<file path="src/rtl/drgs_pkg.sv">
package drgs_pkg;

  localparam int DigitCount = 5;
  localparam int ColsPerDigit = 6;
  localparam int GlyphCols = 5;
  localparam int ValueWidth = 16;
  localparam int BcdWidth = 4 * DigitCount;

  localparam logic [2:0] LastPos = 3'd4;
  localparam logic [2:0] LastCol = 3'd5;
  localparam logic [3:0] LastShift = 4'd15;

  typedef enum logic [1:0] {
    FE_IDLE,
    FE_CONVERT,
    FE_PUSH
  } drgs_front_state_t;

  // One classified readout, position 0 is the most significant digit.
  typedef struct packed {
    logic [DigitCount-1:0][3:0] digits;
    logic [DigitCount-1:0]      blank;
    logic [2:0]                 highlight;
    logic [2:0]                 shown;
  } drgs_entry_t;

  typedef struct packed {
    logic full;
    logic empty;
  } drgs_queue_status_t;

  // 5x8 digit font, bit 0 is the top pixel.
  function automatic logic [7:0] drgs_glyph(input logic [3:0] digit, input logic [2:0] col);
    logic [7:0] bits;
    bits = 8'h00;
    case ({digit, col})
      {4'd0, 3'd0}: bits = 8'h7C;
      {4'd0, 3'd1}: bits = 8'hA2;
      {4'd0, 3'd2}: bits = 8'h92;
      {4'd0, 3'd3}: bits = 8'h8A;
      {4'd0, 3'd4}: bits = 8'h7C;
      {4'd1, 3'd1}: bits = 8'h84;
      {4'd1, 3'd2}: bits = 8'hFE;
      {4'd1, 3'd3}: bits = 8'h80;
      {4'd2, 3'd0}: bits = 8'hE4;
      {4'd2, 3'd1}: bits = 8'h92;
      {4'd2, 3'd2}: bits = 8'h92;
      {4'd2, 3'd3}: bits = 8'h92;
      {4'd2, 3'd4}: bits = 8'h8C;
      {4'd3, 3'd0}: bits = 8'h44;
      {4'd3, 3'd1}: bits = 8'h82;
      {4'd3, 3'd2}: bits = 8'h92;
      {4'd3, 3'd3}: bits = 8'h92;
      {4'd3, 3'd4}: bits = 8'h6C;
      {4'd4, 3'd0}: bits = 8'h30;
      {4'd4, 3'd1}: bits = 8'h28;
      {4'd4, 3'd2}: bits = 8'h24;
      {4'd4, 3'd3}: bits = 8'hFE;
      {4'd4, 3'd4}: bits = 8'h20;
      {4'd5, 3'd0}: bits = 8'h4E;
      {4'd5, 3'd1}: bits = 8'h8A;
      {4'd5, 3'd2}: bits = 8'h8A;
      {4'd5, 3'd3}: bits = 8'h8A;
      {4'd5, 3'd4}: bits = 8'h72;
      {4'd6, 3'd0}: bits = 8'h78;
      {4'd6, 3'd1}: bits = 8'h94;
      {4'd6, 3'd2}: bits = 8'h92;
      {4'd6, 3'd3}: bits = 8'h92;
      {4'd6, 3'd4}: bits = 8'h60;
      {4'd7, 3'd0}: bits = 8'h02;
      {4'd7, 3'd1}: bits = 8'hE2;
      {4'd7, 3'd2}: bits = 8'h12;
      {4'd7, 3'd3}: bits = 8'h0A;
      {4'd7, 3'd4}: bits = 8'h06;
      {4'd8, 3'd0}: bits = 8'h6C;
      {4'd8, 3'd1}: bits = 8'h92;
      {4'd8, 3'd2}: bits = 8'h92;
      {4'd8, 3'd3}: bits = 8'h92;
      {4'd8, 3'd4}: bits = 8'h6C;
      {4'd9, 3'd0}: bits = 8'h0C;
      {4'd9, 3'd1}: bits = 8'h92;
      {4'd9, 3'd2}: bits = 8'h92;
      {4'd9, 3'd3}: bits = 8'h52;
      {4'd9, 3'd4}: bits = 8'h3C;
      default: bits = 8'h00;
    endcase
    return bits;
  endfunction

endpackage

</file>
<file path="src/rtl/decimal_readout_glyph_stream.sv">
// Decimal readout as a stream of display columns.
//
// Pulse start with value and highlight_position while busy is low; the
// transaction is taken at that edge. The value is shown as five decimal
// digits with leading zeros blanked (the last digit always shows), each
// digit as five font columns and one spacer, thirty columns in all. The
// highlighted position is inverted; 5 to 7 highlight nothing.
//
// Each column is on column_bits for one cycle with strobe high; the last
// one carries last_column and digits_shown. The receiver cannot stall.
//
// The front converts one bit per cycle through a double dabble shifter
// and hands the entry to a two-entry queue; busy stays high after a
// transaction until the entry is pushed, which waits while the queue is full.
// The first column is registered out of the back end after the entry is
// popped from the queue. Sustained throughput is set by the back end
// emitting one column per cycle; back-to-back readouts stream with no gap.
//
// Reset clears the front state, the queue and the back end; no strobe
// follows until a new transaction.
module decimal_readout_glyph_stream import drgs_pkg::*; (
  input  logic                  clk,
  input  logic                  rst,
  input  logic                  start,
  output logic                  busy,
  input  logic [ValueWidth-1:0] value,
  input  logic [2:0]            highlight_position,
  output logic                  strobe,
  output logic [7:0]            column_bits,
  output logic                  last_column,
  output logic [2:0]            digits_shown
);

  drgs_entry_t        push_data;
  drgs_entry_t        pop_data;
  drgs_queue_status_t queue_status;
  logic               push;
  logic               pop;

  drgs_front u_front (
    .clk                (clk),
    .rst                (rst),
    .start              (start),
    .busy               (busy),
    .value              (value),
    .highlight_position (highlight_position),
    .queue_full         (queue_status.full),
    .push               (push),
    .push_data          (push_data)
  );

  drgs_queue u_queue (
    .clk       (clk),
    .rst       (rst),
    .push      (push),
    .push_data (push_data),
    .pop       (pop),
    .pop_data  (pop_data),
    .status    (queue_status)
  );

  drgs_back u_back (
    .clk          (clk),
    .rst          (rst),
    .queue_empty  (queue_status.empty),
    .pop_data     (pop_data),
    .pop          (pop),
    .strobe       (strobe),
    .column_bits  (column_bits),
    .last_column  (last_column),
    .digits_shown (digits_shown)
  );

endmodule

</file>
<file path="src/rtl/drgs_front.sv">
module drgs_front import drgs_pkg::*; (
  input  logic                  clk,
  input  logic                  rst,
  input  logic                  start,
  output logic                  busy,
  input  logic [ValueWidth-1:0] value,
  input  logic [2:0]            highlight_position,
  input  logic                  queue_full,
  output logic                  push,
  output drgs_entry_t           push_data
);

  drgs_front_state_t state, state_next;

  logic [ValueWidth-1:0] bin;
  logic [BcdWidth-1:0]   bcd;
  logic [BcdWidth-1:0]   bcd_adj;
  logic [3:0]            shift_count;
  logic [2:0]            highlight;
  logic                  accept;

  assign accept = start && !busy;

  always_ff @(posedge clk) begin
    if (rst) begin
      state <= FE_IDLE;
    end else begin
      state <= state_next;
    end
  end

  always_comb begin
    state_next = state;
    busy = 1'b1;
    push = 1'b0;
    case (state)
      FE_IDLE: begin
        busy = 1'b0;
        if (start) begin
          state_next = FE_CONVERT;
        end
      end
      FE_CONVERT: begin
        if (shift_count == LastShift) begin
          state_next = FE_PUSH;
        end
      end
      FE_PUSH: begin
        // hold the finished entry until the queue has room
        if (!queue_full) begin
          push = 1'b1;
          state_next = FE_IDLE;
        end
      end
      default: begin
        state_next = FE_IDLE;
      end
    endcase
  end

  // Double dabble: add 3 to every digit of 5 or more, then shift in one bit.
  always_comb begin
    bcd_adj = bcd;
    for (int i = 0; i < DigitCount; i++) begin
      if (bcd[4*i +: 4] >= 4'd5) begin
        bcd_adj[4*i +: 4] = bcd[4*i +: 4] + 4'd3;
      end
    end
  end

  always_ff @(posedge clk) begin
    if (accept) begin
      bin <= value;
      bcd <= '0;
      highlight <= highlight_position;
      shift_count <= '0;
    end else if (state == FE_CONVERT) begin
      bin <= {bin[ValueWidth-2:0], 1'b0};
      bcd <= {bcd_adj[BcdWidth-2:0], bin[ValueWidth-1]};
      shift_count <= shift_count + 4'd1;
    end
  end

  // Classify: blank leading zeros, never the last position.
  always_comb begin
    logic leading;
    logic [2:0] shown;
    leading = 1'b1;
    shown = '0;
    push_data.blank = '0;
    for (int i = 0; i < DigitCount; i++) begin
      push_data.digits[i] = bcd[4*(DigitCount-1-i) +: 4];
      if (leading && (i != DigitCount - 1) && (push_data.digits[i] == 4'd0)) begin
        push_data.blank[i] = 1'b1;
      end else begin
        leading = 1'b0;
        shown = shown + 3'd1;
      end
    end
    push_data.highlight = highlight;
    push_data.shown = shown;
  end

endmodule

</file>
<file path="src/rtl/drgs_queue.sv">
module drgs_queue import drgs_pkg::*; (
  input  logic               clk,
  input  logic               rst,
  input  logic               push,
  input  drgs_entry_t        push_data,
  input  logic               pop,
  output drgs_entry_t        pop_data,
  output drgs_queue_status_t status
);

  drgs_entry_t entries [2];
  logic        wr_ptr;
  logic        rd_ptr;
  logic [1:0]  count;

  assign status.full  = (count == 2'd2);
  assign status.empty = (count == 2'd0);
  assign pop_data = entries[rd_ptr];

  always_ff @(posedge clk) begin
    if (push) begin
      entries[wr_ptr] <= push_data;
    end
  end

  always_ff @(posedge clk) begin
    if (rst) begin
      wr_ptr <= 1'b0;
      rd_ptr <= 1'b0;
      count  <= '0;
    end else begin
      if (push) begin
        wr_ptr <= !wr_ptr;
      end
      if (pop) begin
        rd_ptr <= !rd_ptr;
      end
      case ({push, pop})
        2'b10:   count <= count + 2'd1;
        2'b01:   count <= count - 2'd1;
        default: count <= count;
      endcase
    end
  end

endmodule

</file>
<file path="src/rtl/drgs_back.sv">
module drgs_back import drgs_pkg::*; (
  input  logic        clk,
  input  logic        rst,
  input  logic        queue_empty,
  input  drgs_entry_t pop_data,
  output logic        pop,
  output logic        strobe,
  output logic [7:0]  column_bits,
  output logic        last_column,
  output logic [2:0]  digits_shown
);

  drgs_entry_t cur;
  logic        active;
  logic [2:0]  pos;
  logic [2:0]  col;
  logic        at_end;
  logic [3:0]  digit;
  logic [7:0]  glyph_bits;
  logic [7:0]  mask;

  assign at_end = (pos == LastPos) && (col == LastCol);
  // take the next readout with no gap after the last column
  assign pop = !queue_empty && (!active || at_end);

  always_comb begin
    digit = cur.digits[pos];
    glyph_bits = 8'h00;
    if (!cur.blank[pos]) begin
      glyph_bits = drgs_glyph(digit, col);
    end
    mask = (cur.highlight == pos) ? 8'hFF : 8'h00;
  end

  always_ff @(posedge clk) begin
    if (rst) begin
      active <= 1'b0;
      strobe <= 1'b0;
    end else begin
      strobe <= active;
      if (pop) begin
        active <= 1'b1;
      end else if (at_end) begin
        active <= 1'b0;
      end
    end
  end

  always_ff @(posedge clk) begin
    if (pop) begin
      cur <= pop_data;
      pos <= '0;
      col <= '0;
    end else if (active) begin
      if (col == LastCol) begin
        col <= '0;
        pos <= pos + 3'd1;
      end else begin
        col <= col + 3'd1;
      end
    end
    column_bits  <= glyph_bits ^ mask;
    last_column  <= at_end;
    digits_shown <= at_end ? cur.shown : 3'd0;
  end

endmodule

</file>
<file path="config.mk">
export PLATFORM = sky130hd
export DESIGN_NAME = decimal_readout_glyph_stream
export DESIGN_NICKNAME = d
export VERILOG_FILES = /design/src/rtl/drgs_pkg.sv /design/src/rtl/decimal_readout_glyph_stream.sv /design/src/rtl/drgs_front.sv /design/src/rtl/drgs_queue.sv /design/src/rtl/drgs_back.sv
export SDC_FILE = /design/constraint.sdc
export NUM_CORES = 1
export LEC_CHECK = 0
export ABC_AREA = 1
export BUFFER_PORTS_ARGS = -buffer_cell sky130_fd_sc_hd__buf_4
export CORE_MARGIN = 1
export CORE_UTILIZATION = 50
export CTS_BUF_LIST = sky130_fd_sc_hd__clkbuf_4 sky130_fd_sc_hd__clkbuf_8
export CTS_CLUSTER_DIAMETER = 80
export DETAILED_ROUTE_END_ITERATION = 8
export HOLD_SLACK_MARGIN = 0.02
export PLACE_DENSITY = 0.67
export SLEW_MARGIN = 20
export SYNTH_ARGS = -nofsm -noshare
export SYNTH_HDL_FRONTEND = slang
export SYNTH_HIERARCHICAL = 1
export SYNTH_SLANG_ARGS = --single-unit
</file>
<file path="constraint.sdc">
create_clock -name clk -period 5.1 [get_ports clk]
set_clock_uncertainty 0.05 [all_clocks]
set_input_delay 1.02 -clock clk [delete_from_list [all_inputs] [get_ports clk]]
set_output_delay 1.02 -clock clk [all_outputs]
set_load 0.03 [all_outputs]
</file>
* Yosys cells after proc, flatten, opt, wreduce, memory -nomap -nowiden
Memory sizes are Yosys's and may differ from the RTL's. A register that Yosys moved wholly into a read port is not among the register bits. Cells that the tools add are included.
Operators by class: reduce and logical (&&, ||, !) cells 22, multiplexer cells 36, add/subtract/negate cells 14, equal/unequal tests 12, bitwise logic cells 1, magnitude comparators 6
Operators by type and width (count):
- 2-to-1 mux 16 bit | 2
- greater-or-equal comparator 4 x 3 -> 1 bit (second input constant) | 5
- 2-to-1 mux 4 bit | 5
- adder 4 x 2 -> 4 bit (second input constant) | 4
- logical NOT 4 bit | 4
- 2-to-1 mux 8 bit | 2
- adder 3 x 1 -> 3 bit (second input constant) | 5
- 2-to-1 mux 1 bit | 15
- 2-to-1 mux 3 bit | 5
- binary-select mux 4 bit (select 3 bit) | 1
- XOR 8 bit | 1
- equality test 2 bit (second input constant) | 3
- equality test 3 bit (second input constant) | 2
- logical AND 1 bit | 6
- 2-to-1 mux 2 bit | 3
- case mux 2 bit (3 select lines) | 1
- nonzero test 2 bit | 3
- adder 4 x 1 -> 4 bit (second input constant) | 1
- equality test 2 x 1 -> 1 bit (second input constant) | 2
- equality test 4 bit (second input constant) | 1
- logical NOT 1 bit | 4
- logical NOT 2 bit | 2
- less-than comparator 3 x 4 -> 1 bit (second input constant) | 1
- != test 2 bit (second input constant) | 2
- other kinds (11) | 11
Storage, ports and cells: memories kept 2, register bits 74, bits in writable memories 60, word-level logic and storage cells 109, output and inout bits 14, memory bits (read-only) 896
Memories:
- (no name shown) | words 128, bits a word 7, rd ports 1, clocked after Yosys merged registers in 0, wr ports 0, RTL line drgs_pkg.sv:36 | case ({digit, col})
- u_queue.entries | words 2, bits a word 30, rd ports 1, clocked after Yosys merged registers in 1, wr ports 1, RTL line drgs_queue.sv:11 | drgs_entry_t entries [2];

* Logic depth before layout (Yosys ltp)
Gate-level depths: netlist of run 1.
word-level depth 9, gate-level depth with buffers 17

* By module
Netlist of run 1, hierarchy kept.
By module, submodules not included:
- drgs_back | area each 2642.5 um^2, times used 1, cells an instance 333
- drgs_queue | area each 2469.9 um^2, times used 1, cells an instance 129
- drgs_front | area each 2366.0 um^2, times used 1, cells an instance 312

* Worst setup path before layout of run 1
No wires, ideal clock.
path type register to register, from register u_back.col[1], to register u_queue.count[1], clock period less this slack 3.544 ns, data required time 4.986 ns, path buffers 0, library setup time 0.064 ns, arrival 3.430 ns, stages on the path, launching flop included 15, path slack 1.556 ns, cells stage by stage dfxtp_1 > inv_1 > ha_1 > nand2_1 > inv_1 > nand3_1 > inv_1 > nor2_1 > nor2_1 > ha_1 > inv_1 > nand2_1 > nor2_1 > nor2_1 > nor2_1
On the way: word-level cells in the longest chain between the ends 6, elaborated cells on any way between the ends 8, those cells by class eq/ne (3); mux (1); reduce/logical (4)
RTL lines:
- start: declaration | RTL line drgs_back.sv:16 | logic [2:0] col;
- start signal: assignment | RTL line drgs_back.sv:59 | col <= col + 3'd1;
- equality test 3 bit * | RTL line drgs_back.sv:22 | assign at_end = (pos == LastPos) && (col == LastCol);
- logical AND 1 bit * | RTL line drgs_back.sv:22
- via u_back.at_end | RTL line drgs_back.sv:17 | logic at_end;
- logical OR 1 bit * | RTL line drgs_back.sv:24 | assign pop = !queue_empty && (!active || at_end);
- logical AND 1 bit * | RTL line drgs_back.sv:24
- via pop | RTL line decimal_readout_glyph_stream.sv:38 | logic pop;
- equality test 2 x 1 -> 1 bit or equality test 2 bit (tied branches) | RTL line drgs_queue.sv:38 | case ({push, pop})
- case mux 2 bit (2 select lines) or nonzero test 2 bit (tied branches)
- end signal: assignment | RTL line drgs_queue.sv:39 | 2'b10: count <= count + 2'd1;
- end signal: assignment | RTL line drgs_queue.sv:40 | 2'b01: count <= count - 2'd1;
- end signal: assignment | RTL line drgs_queue.sv:41 | default: count <= count;
- end: declaration | RTL line drgs_queue.sv:14 | logic [1:0] count;
Mark *: on every way through the listed nets, which the timed path passes. The rest lies on a longest branch. A chain may end at the register's enable or synchronous reset.

* Worst setup path in the final report of run 1
from register u_back.pos[0], to register u_queue.count[1]
On the way: word-level cells in the longest chain between the ends 6, elaborated cells on any way between the ends 8, those cells by class eq/ne (3); mux (1); reduce/logical (4)
RTL lines:
- start: declaration | RTL line drgs_back.sv:15 | logic [2:0] pos;
- start signal: assignment | RTL line drgs_back.sv:57 | pos <= pos + 3'd1;
- equality test 3 bit * | RTL line drgs_back.sv:22
- logical AND 1 bit * | RTL line drgs_back.sv:22
- via u_back.at_end | RTL line drgs_back.sv:17
- logical OR 1 bit * | RTL line drgs_back.sv:24
- logical AND 1 bit * | RTL line drgs_back.sv:24
- via pop | RTL line decimal_readout_glyph_stream.sv:38
- equality test 2 x 1 -> 1 bit or equality test 2 bit (tied branches) | RTL line drgs_queue.sv:38
- case mux 2 bit (2 select lines) or nonzero test 2 bit (tied branches)
Marks and branches as above.

==> flow_summary.json, run 1 <==
{
  "cts_tree": "yes",
  "worstRegToRegCells": 13,
  "min_path_type": "flip-flop to flip-flop",
  "overflow": 0,
  "drt_iter0_drc": 444,
  "cts_hold_buf": 0,
  "core_um2": 14600,
  "final_common_cell": "nand2_1",
  "nets": 852,
  "clkTransAtPathRegs_ns": 0.09,
  "netlist.area_leader.share": 0.450,
  "vias": 5224,
  "timing.fmax_mhz": 362,
  "crit_path_end_kind": "flip-flop",
  "area_delta_synth_final_pct": 10.4,
  "clk_latency_ns": 0.45,
  "htreeDepth": 4,
  "routed_wl_mm": 13.9,
  "finalSetupViolations": 0,
  "hold_ws_ns": 0.392,
  "synth_area_leaders": "edfxtp_1 (45%), dfxtp_1 (14%), nand2_1 (13%), nand3_1 (6.0%), mux2_2 (4.7%)",
  "pwr_density_cell_nw_per_um2": 479,
  "clock_path_buffers": 2,
  "dieArea_um2": 15500,
  "syn_area_um2": 7480,
  "layout_common_cells": "nand2_1 (259), edfxtp_1 (112), nand3_1 (90)",
  "placedCellCount": 973,
  "numClockSinks": 163,
  "die_y_um": 124,
  "ant_nets": 0,
  "die_w_um": 124,
  "worstPathRequired_ns": 5.44,
  "rsz0062_at_grt": "no",
  "ys_seq_area_frac": 0.586,
  "yosys_warnings": 6,
  "post-route-period-util": 0.541,
  "numCtsBuffers": 17,
  "grt_usage": 0.190,
  "postCtsSetupBuffers": 0,
  "critical_path_class": "flip-flop to flip-flop",
  "cp_max_fo": 40,
  "via_per_inst": 5.20,
  "drc": 0,
  "antenna_found_initial": 0,
  "cp_cell_sequence": "inv_2 > ha_1 > nand3_1 > inv_1 > nor2_1 > nor2_4 > buf_4 > ha_1 > inv_1 > nand2_1 > nor2_1 > nor2_1 > nor2_1",
  "drt_pre_antenna_iters": 5,
  "p_leak_nw": 3.56,
  "dpl.hpwl_mm": 9.71,
  "slowest_stage": "dfxtp_1",
  "critPathMaxStageDelay_ns": 0.67,
  "startpoint_type": "flip-flop",
  "power_mw": 3.95,
  "worst_pin_slew_ns": 0.744,
  "slew_viol_final": 0,
  "cts-root-buf": "clkbuf_8",
  "critical_path.most_common_cell": "nor2_1",
  "slew_headroom": 0.503,
  "io_buffers": 35,
  "finalSetupTns_ns": 0,
  "place_congestion": 0.881,
  "grt_pass1_vias": 5063,
  "wl_per_cell_um": 13.9,
  "syn-num-nets": 818,
  "num_antenna_cells": 0,
  "hold_viol_final": 0,
  "syn_area_per_cell_um2": 9.66,
  "status": "finished clean",
  "drive_gt1_frac": 0.147,
  "synth_top_area_cell": "edfxtp_1",
  "hold_depth": 0,
  "post_cts_resized": 0,
  "min_period_ns": 2.76,
  "yosysUniqueCellTypes": 35,
  "cap_violations": 0,
  "ys_seq_elements": 163,
  "ir_worst_vdd_mv": 0.252,
  "io_pins": 36,
  "rows": 44,
  "floorplan.initialDensity": 0.513,
  "grt_pass1_wl_mm": 23.4,
  "grt_max_degree": 41,
  "synthCells": 774,
  "worstPathArrival_ns": 3.10,
  "layoutNonFillerInstCount": 1005
}
-- synth_stat cells --
| cell type | n |
|---|---|
| and3_1 | 1 |
| a22o_1 | 1 |
| nor3b_1 | 1 |
| edfxtp_1 | 112 |
| a211oi_1 | 1 |
| nand3_1 | 90 |
| nand2_1 | 259 |
| nand2_4 | 2 |
| inv_4 | 1 |
| clkinv_1 | 1 |
| xnor2_1 | 4 |
| clkbuf_1 | 2 |
| nor2_2 | 2 |
| nand2_2 | 2 |
| a22oi_1 | 1 |
| buf_6 | 7 |
| o21ai_2 | 1 |
| or2_2 | 2 |
| o21ai_1 | 3 |
| conb_1 | 1 |
| nor3_1 | 3 |
| mux2_2 | 31 |
| buf_4 | 9 |
| inv_2 | 5 |
| a21oi_1 | 19 |
| nand3_4 | 1 |
| o21ai_0 | 10 |
| buf_2 | 6 |
| inv_1 | 61 |
| xor2_1 | 2 |
| ha_1 | 22 |
| nor2_1 | 54 |
| nor2_4 | 2 |
| dfxtp_1 | 51 |
| nand4_1 | 4 |
-- logic make-up after synthesis --
family,after synthesis,synth area share
XOR/XNOR,6,0.00703
AO/OA/AOI/OAI,36,0.0258
other,1,0.000501
multiplexers,31,0.0467
AND/OR/NAND/NOR,423,0.238
buffers and inverters,92,0.0591
adder cells (fa/ha/maj),22,0.0368
flip-flops,163,0.586
-- metal layers --
metal	up-vias	wire, um	global-route usage
li1	2623	-	-
met1	2422	5950	0.224
met2	145	7010	0.328
met3	34	578	0.0361
met4	0	393	0.0985
met5	-	0	0
-- where the power goes --
part / internal (mW) / total, mW / switching (mW)
Combinational: 0.398 / 1.19 / 0.796
Sequential: 1.66 / 1.76 / 0.0993
Clock: 0.544 / 0.996 / 0.453
Total: 2.60 / 3.95 / 1.35
-- critical path: cells and delay by family (launching register included) --
family,cells,cell delay [ns]
simple gates,7,0.71
fa+ha+maj,2,0.61
flops,1,0.67
buf+inv,4,0.64
-- final cells by class --
type	instances	area, um^2
well taps	184	230
multi-input cells	519	2660
inverters	68	258
clock inverters	14	181
flip-flops and latches	163	4380
repair buffers	39	293
clock buffers	18	248
fillers	1243	6330
-- metrics by stage --
stage | area (um^2) | utilization | worst slack [ns]
final | 8260 | 0.566 | 2.34
after CTS | 8260 | 0.566 | 2.33
after global routing | 8260 | 0.566 | 2.08
after global placement | 7830 | 0.537 | 2.51
after detailed placement | 7830 | 0.537 | 2.34
after floorplan | 7480 | - | 1.56
-- state kept, by name, summed over array words and instances, names as in the netlist, named ones only --
name	count
u_queue/entries	62
u_back/strobe	1
u_front/bin	16
u_back/digits_shown	3
u_queue/rd_ptr	1
u_front/bcd	20
u_back/column_bits	8
u_queue/count	2
u_back/col	3
u_back/pos	3
u_front/shift_count	4
u_front/highlight	3
u_back/last_column	1
u_back/cur	31
u_back/active	1
u_front/state	2
u_queue/wr_ptr	1
-- worst paths after layout --
check / to / slack [ns] / startpoint
setup / recovery: u_queue/count[1] / 2.34 / u_back/pos[0]
hold / removal: u_queue/entries[0][5] / 0.39 / u_front/highlight[2]
setup reg to reg: u_queue/count[1] / 2.34 / u_back/pos[0]
hold reg to reg: u_queue/entries[0][5] / 0.39 / u_front/highlight[2]
Note: power is estimated with default switching activity, not from simulation.
==> inputs of run 2 (changes only) <==
==> constraint.sdc (replaced) <==
create_clock -name clk -period 2.6 [get_ports clk]
set_clock_uncertainty 0.05 [all_clocks]
set_input_delay 0.52 -clock clk [delete_from_list [all_inputs] [get_ports clk]]
set_output_delay 0.52 -clock clk [all_outputs]
set_load 0.03 [all_outputs]
==> flow_summary.json, run 2 (synthesis gave the netlist of run 1 again) <==
{
  "pwr_density_cell_nw_per_um2": 925,
  "cp_max_fo": 11,
  "rsz0062_at_grt": "no",
  "grt_usage": 0.185,
  "ant_nets": 0,
  "cp_top_family": "simple AND/OR/NAND/NOR gates",
  "regMostFlops": "u_queue/entries",
  "ir_worst_vdd_mv": 0.591,
  "io_buffers": 35,
  "wl_per_cell_um": 13.6,
  "overflow": 0,
  "worstPathRequired_ns": 2.93,
  "cp.buffers_inverters": 3,
  "cap_violations": 0,
  "post-route-period-util": 0.871,
  "largest_register_ffs": 62,
  "routed_wl_mm": 13.7,
  "cp_cell_sequence": "inv_2 > ha_1 > nand3_1 > inv_1 > nor2_1 > nor2_4 > ha_1 > inv_1 > nand2_1 > nor2_1 > nor2_1 > nor2_1",
  "grt_pass1_vias": 5005,
  "clock_path_buffers": 2,
  "via_per_inst": 5.17,
  "numCtsBuffers": 17,
  "floorplan.initialDensity": 0.513,
  "grt_pass1_wl_mm": 22.8,
  "die_w_um": 124,
  "core_um2": 14600,
  "io_pins": 36,
  "critical_path_class": "flip-flop to flip-flop",
  "numClockSinks": 163,
  "worstRegToRegCells": 12,
  "drt_pre_antenna_iters": 5,
  "vias": 5223,
  "clk_latency_ns": 0.44,
  "post_cts_resized": 0,
  "status": "finished clean",
  "slew_viol_final": 0,
  "area_delta_synth_final_pct": 10.9,
  "layout_common_cells": "nand2_1 (259), edfxtp_1 (112), nand3_1 (90)",
  "htreeDepth": 4,
  "critical_path.most_common_cell": "nor2_1",
  "p_leak_nw": 3.57,
  "drive_gt1_frac": 0.151,
  "antenna_found_initial": 0,
  "place_congestion": 0.867,
  "hold_viol_final": 0,
  "hold_depth": 1,
  "finalSetupTns_ns": 0,
  "worst_pin_slew_ns": 0.600,
  "rows": 44,
  "drt_iter0_drc": 388,
  "reg_top3": "u_queue/entries: 62 flops, u_back/cur: 31 flops, u_front/bcd: 20 flops",
  "min_period_ns": 2.26,
  "die_y_um": 124,
  "dpl.hpwl_mm": 9.75,
  "dieArea_um2": 15500,
  "finalSetupViolations": 0,
  "min_path_type": "input port to flip-flop",
  "cts_hold_buf": 0,
  "timing.fmax_mhz": 442,
  "nFillCells": 1264,
  "postCtsSetupBuffers": 0,
  "grt_max_degree": 29,
  "nets": 858,
  "slowest_stage": "dfxtp_1",
  "cts_tree": "yes",
  "worst-path-stages": 12,
  "clkTransAtPathRegs_ns": 0.08,
  "cts-root-buf": "clkbuf_8",
  "crit_path_end_kind": "flip-flop",
  "critPathMaxStageDelay_ns": 0.60,
  "num_antenna_cells": 0,
  "slew_headroom": 0.600,
  "worstPathArrival_ns": 2.59,
  "final_util": 0.569,
  "startpoint_type": "flip-flop",
  "final_common_cell": "nand2_1",
  "drc": 0
}
## run 2: cell types whose count changed in the layout (fill, tap and decap cells not counted), sizes merged
| cell | previous run | this run |
|---|---|---|
| clkinv | 7 | 9 |
| inv | 71 | 68 |
| buf | 39 | 45 |
| clkinvlp | 0 | 2 |
| bufinv | 4 | 3 |
## run 2: layer usage
metal / global-route usage / vias to the layer above / wire length [um]
met5: 0 / - / 0
met4: 0.0808 / 0 / 328
met2: 0.322 / 113 / 6720
met3: 0.0391 / 30 / 507
li1: - / 2635 / -
met1: 0.220 / 2445 / 6150
## run 2: final cells by class
| class | count | area [um^2] | share of cell area |
|---|---|---|---|
| Timing Repair Buffer | 45 | 350 | 0.0422 |
| Sequential cell | 163 | 4380 | 0.529 |
| Tap cell | 184 | 230 | 0.0278 |
| Clock inverter | 14 | 161 | 0.0195 |
| Clock buffer | 18 | 248 | 0.0299 |
| Inverter | 68 | 258 | 0.0311 |
| Multi-Input combinational cell | 519 | 2660 | 0.321 |
## run 2: path summary, 6_finish.rpt
kind | from | to | slack [ns]
worst max-delay path | u_back/pos[1] | u_queue/count[1] | 0.34
worst min-delay path | highlight_position[0] | u_front/highlight[0] | 0.20
worst max register to register | u_back/pos[1] | u_queue/count[1] | 0.34
worst min register to register | u_front/highlight[1] | u_queue/entries[0][4] | 0.41
## run 2: per-stage QoR
stage / worst slack (ns) / std cells / cell area [um^2] / total power [mW] / hold slack, ns
6_report: 0.336 / 1011 / 8290 / 7.67 / 0.202
5_1_grt: 0.155 / 1011 / 8290 / 8.17 / 0.171
4_1_cts: 0.353 / 1011 / 8290 / 7.73 / 0.172
3_5_place_dp: 0.369 / 979 / 7890 / 5.88 / 0.383
3_3_place_gp: 0.507 / 979 / 7890 / 5.85 / 0.378
2_1_floorplan: 0.0101 / 774 / 7490 / 5.30 / 0.371
## run 2: report_power, final
| group | total (mW) | leakage, nW | switching [mW] | internal, mW |
|---|---|---|---|---|
| Sequential | 3.45 | 1.44 | 0.196 | 3.26 |
| Clock | 1.84 | 0.202 | 0.871 | 0.968 |
| Combinational | 2.38 | 1.92 | 1.57 | 0.810 |
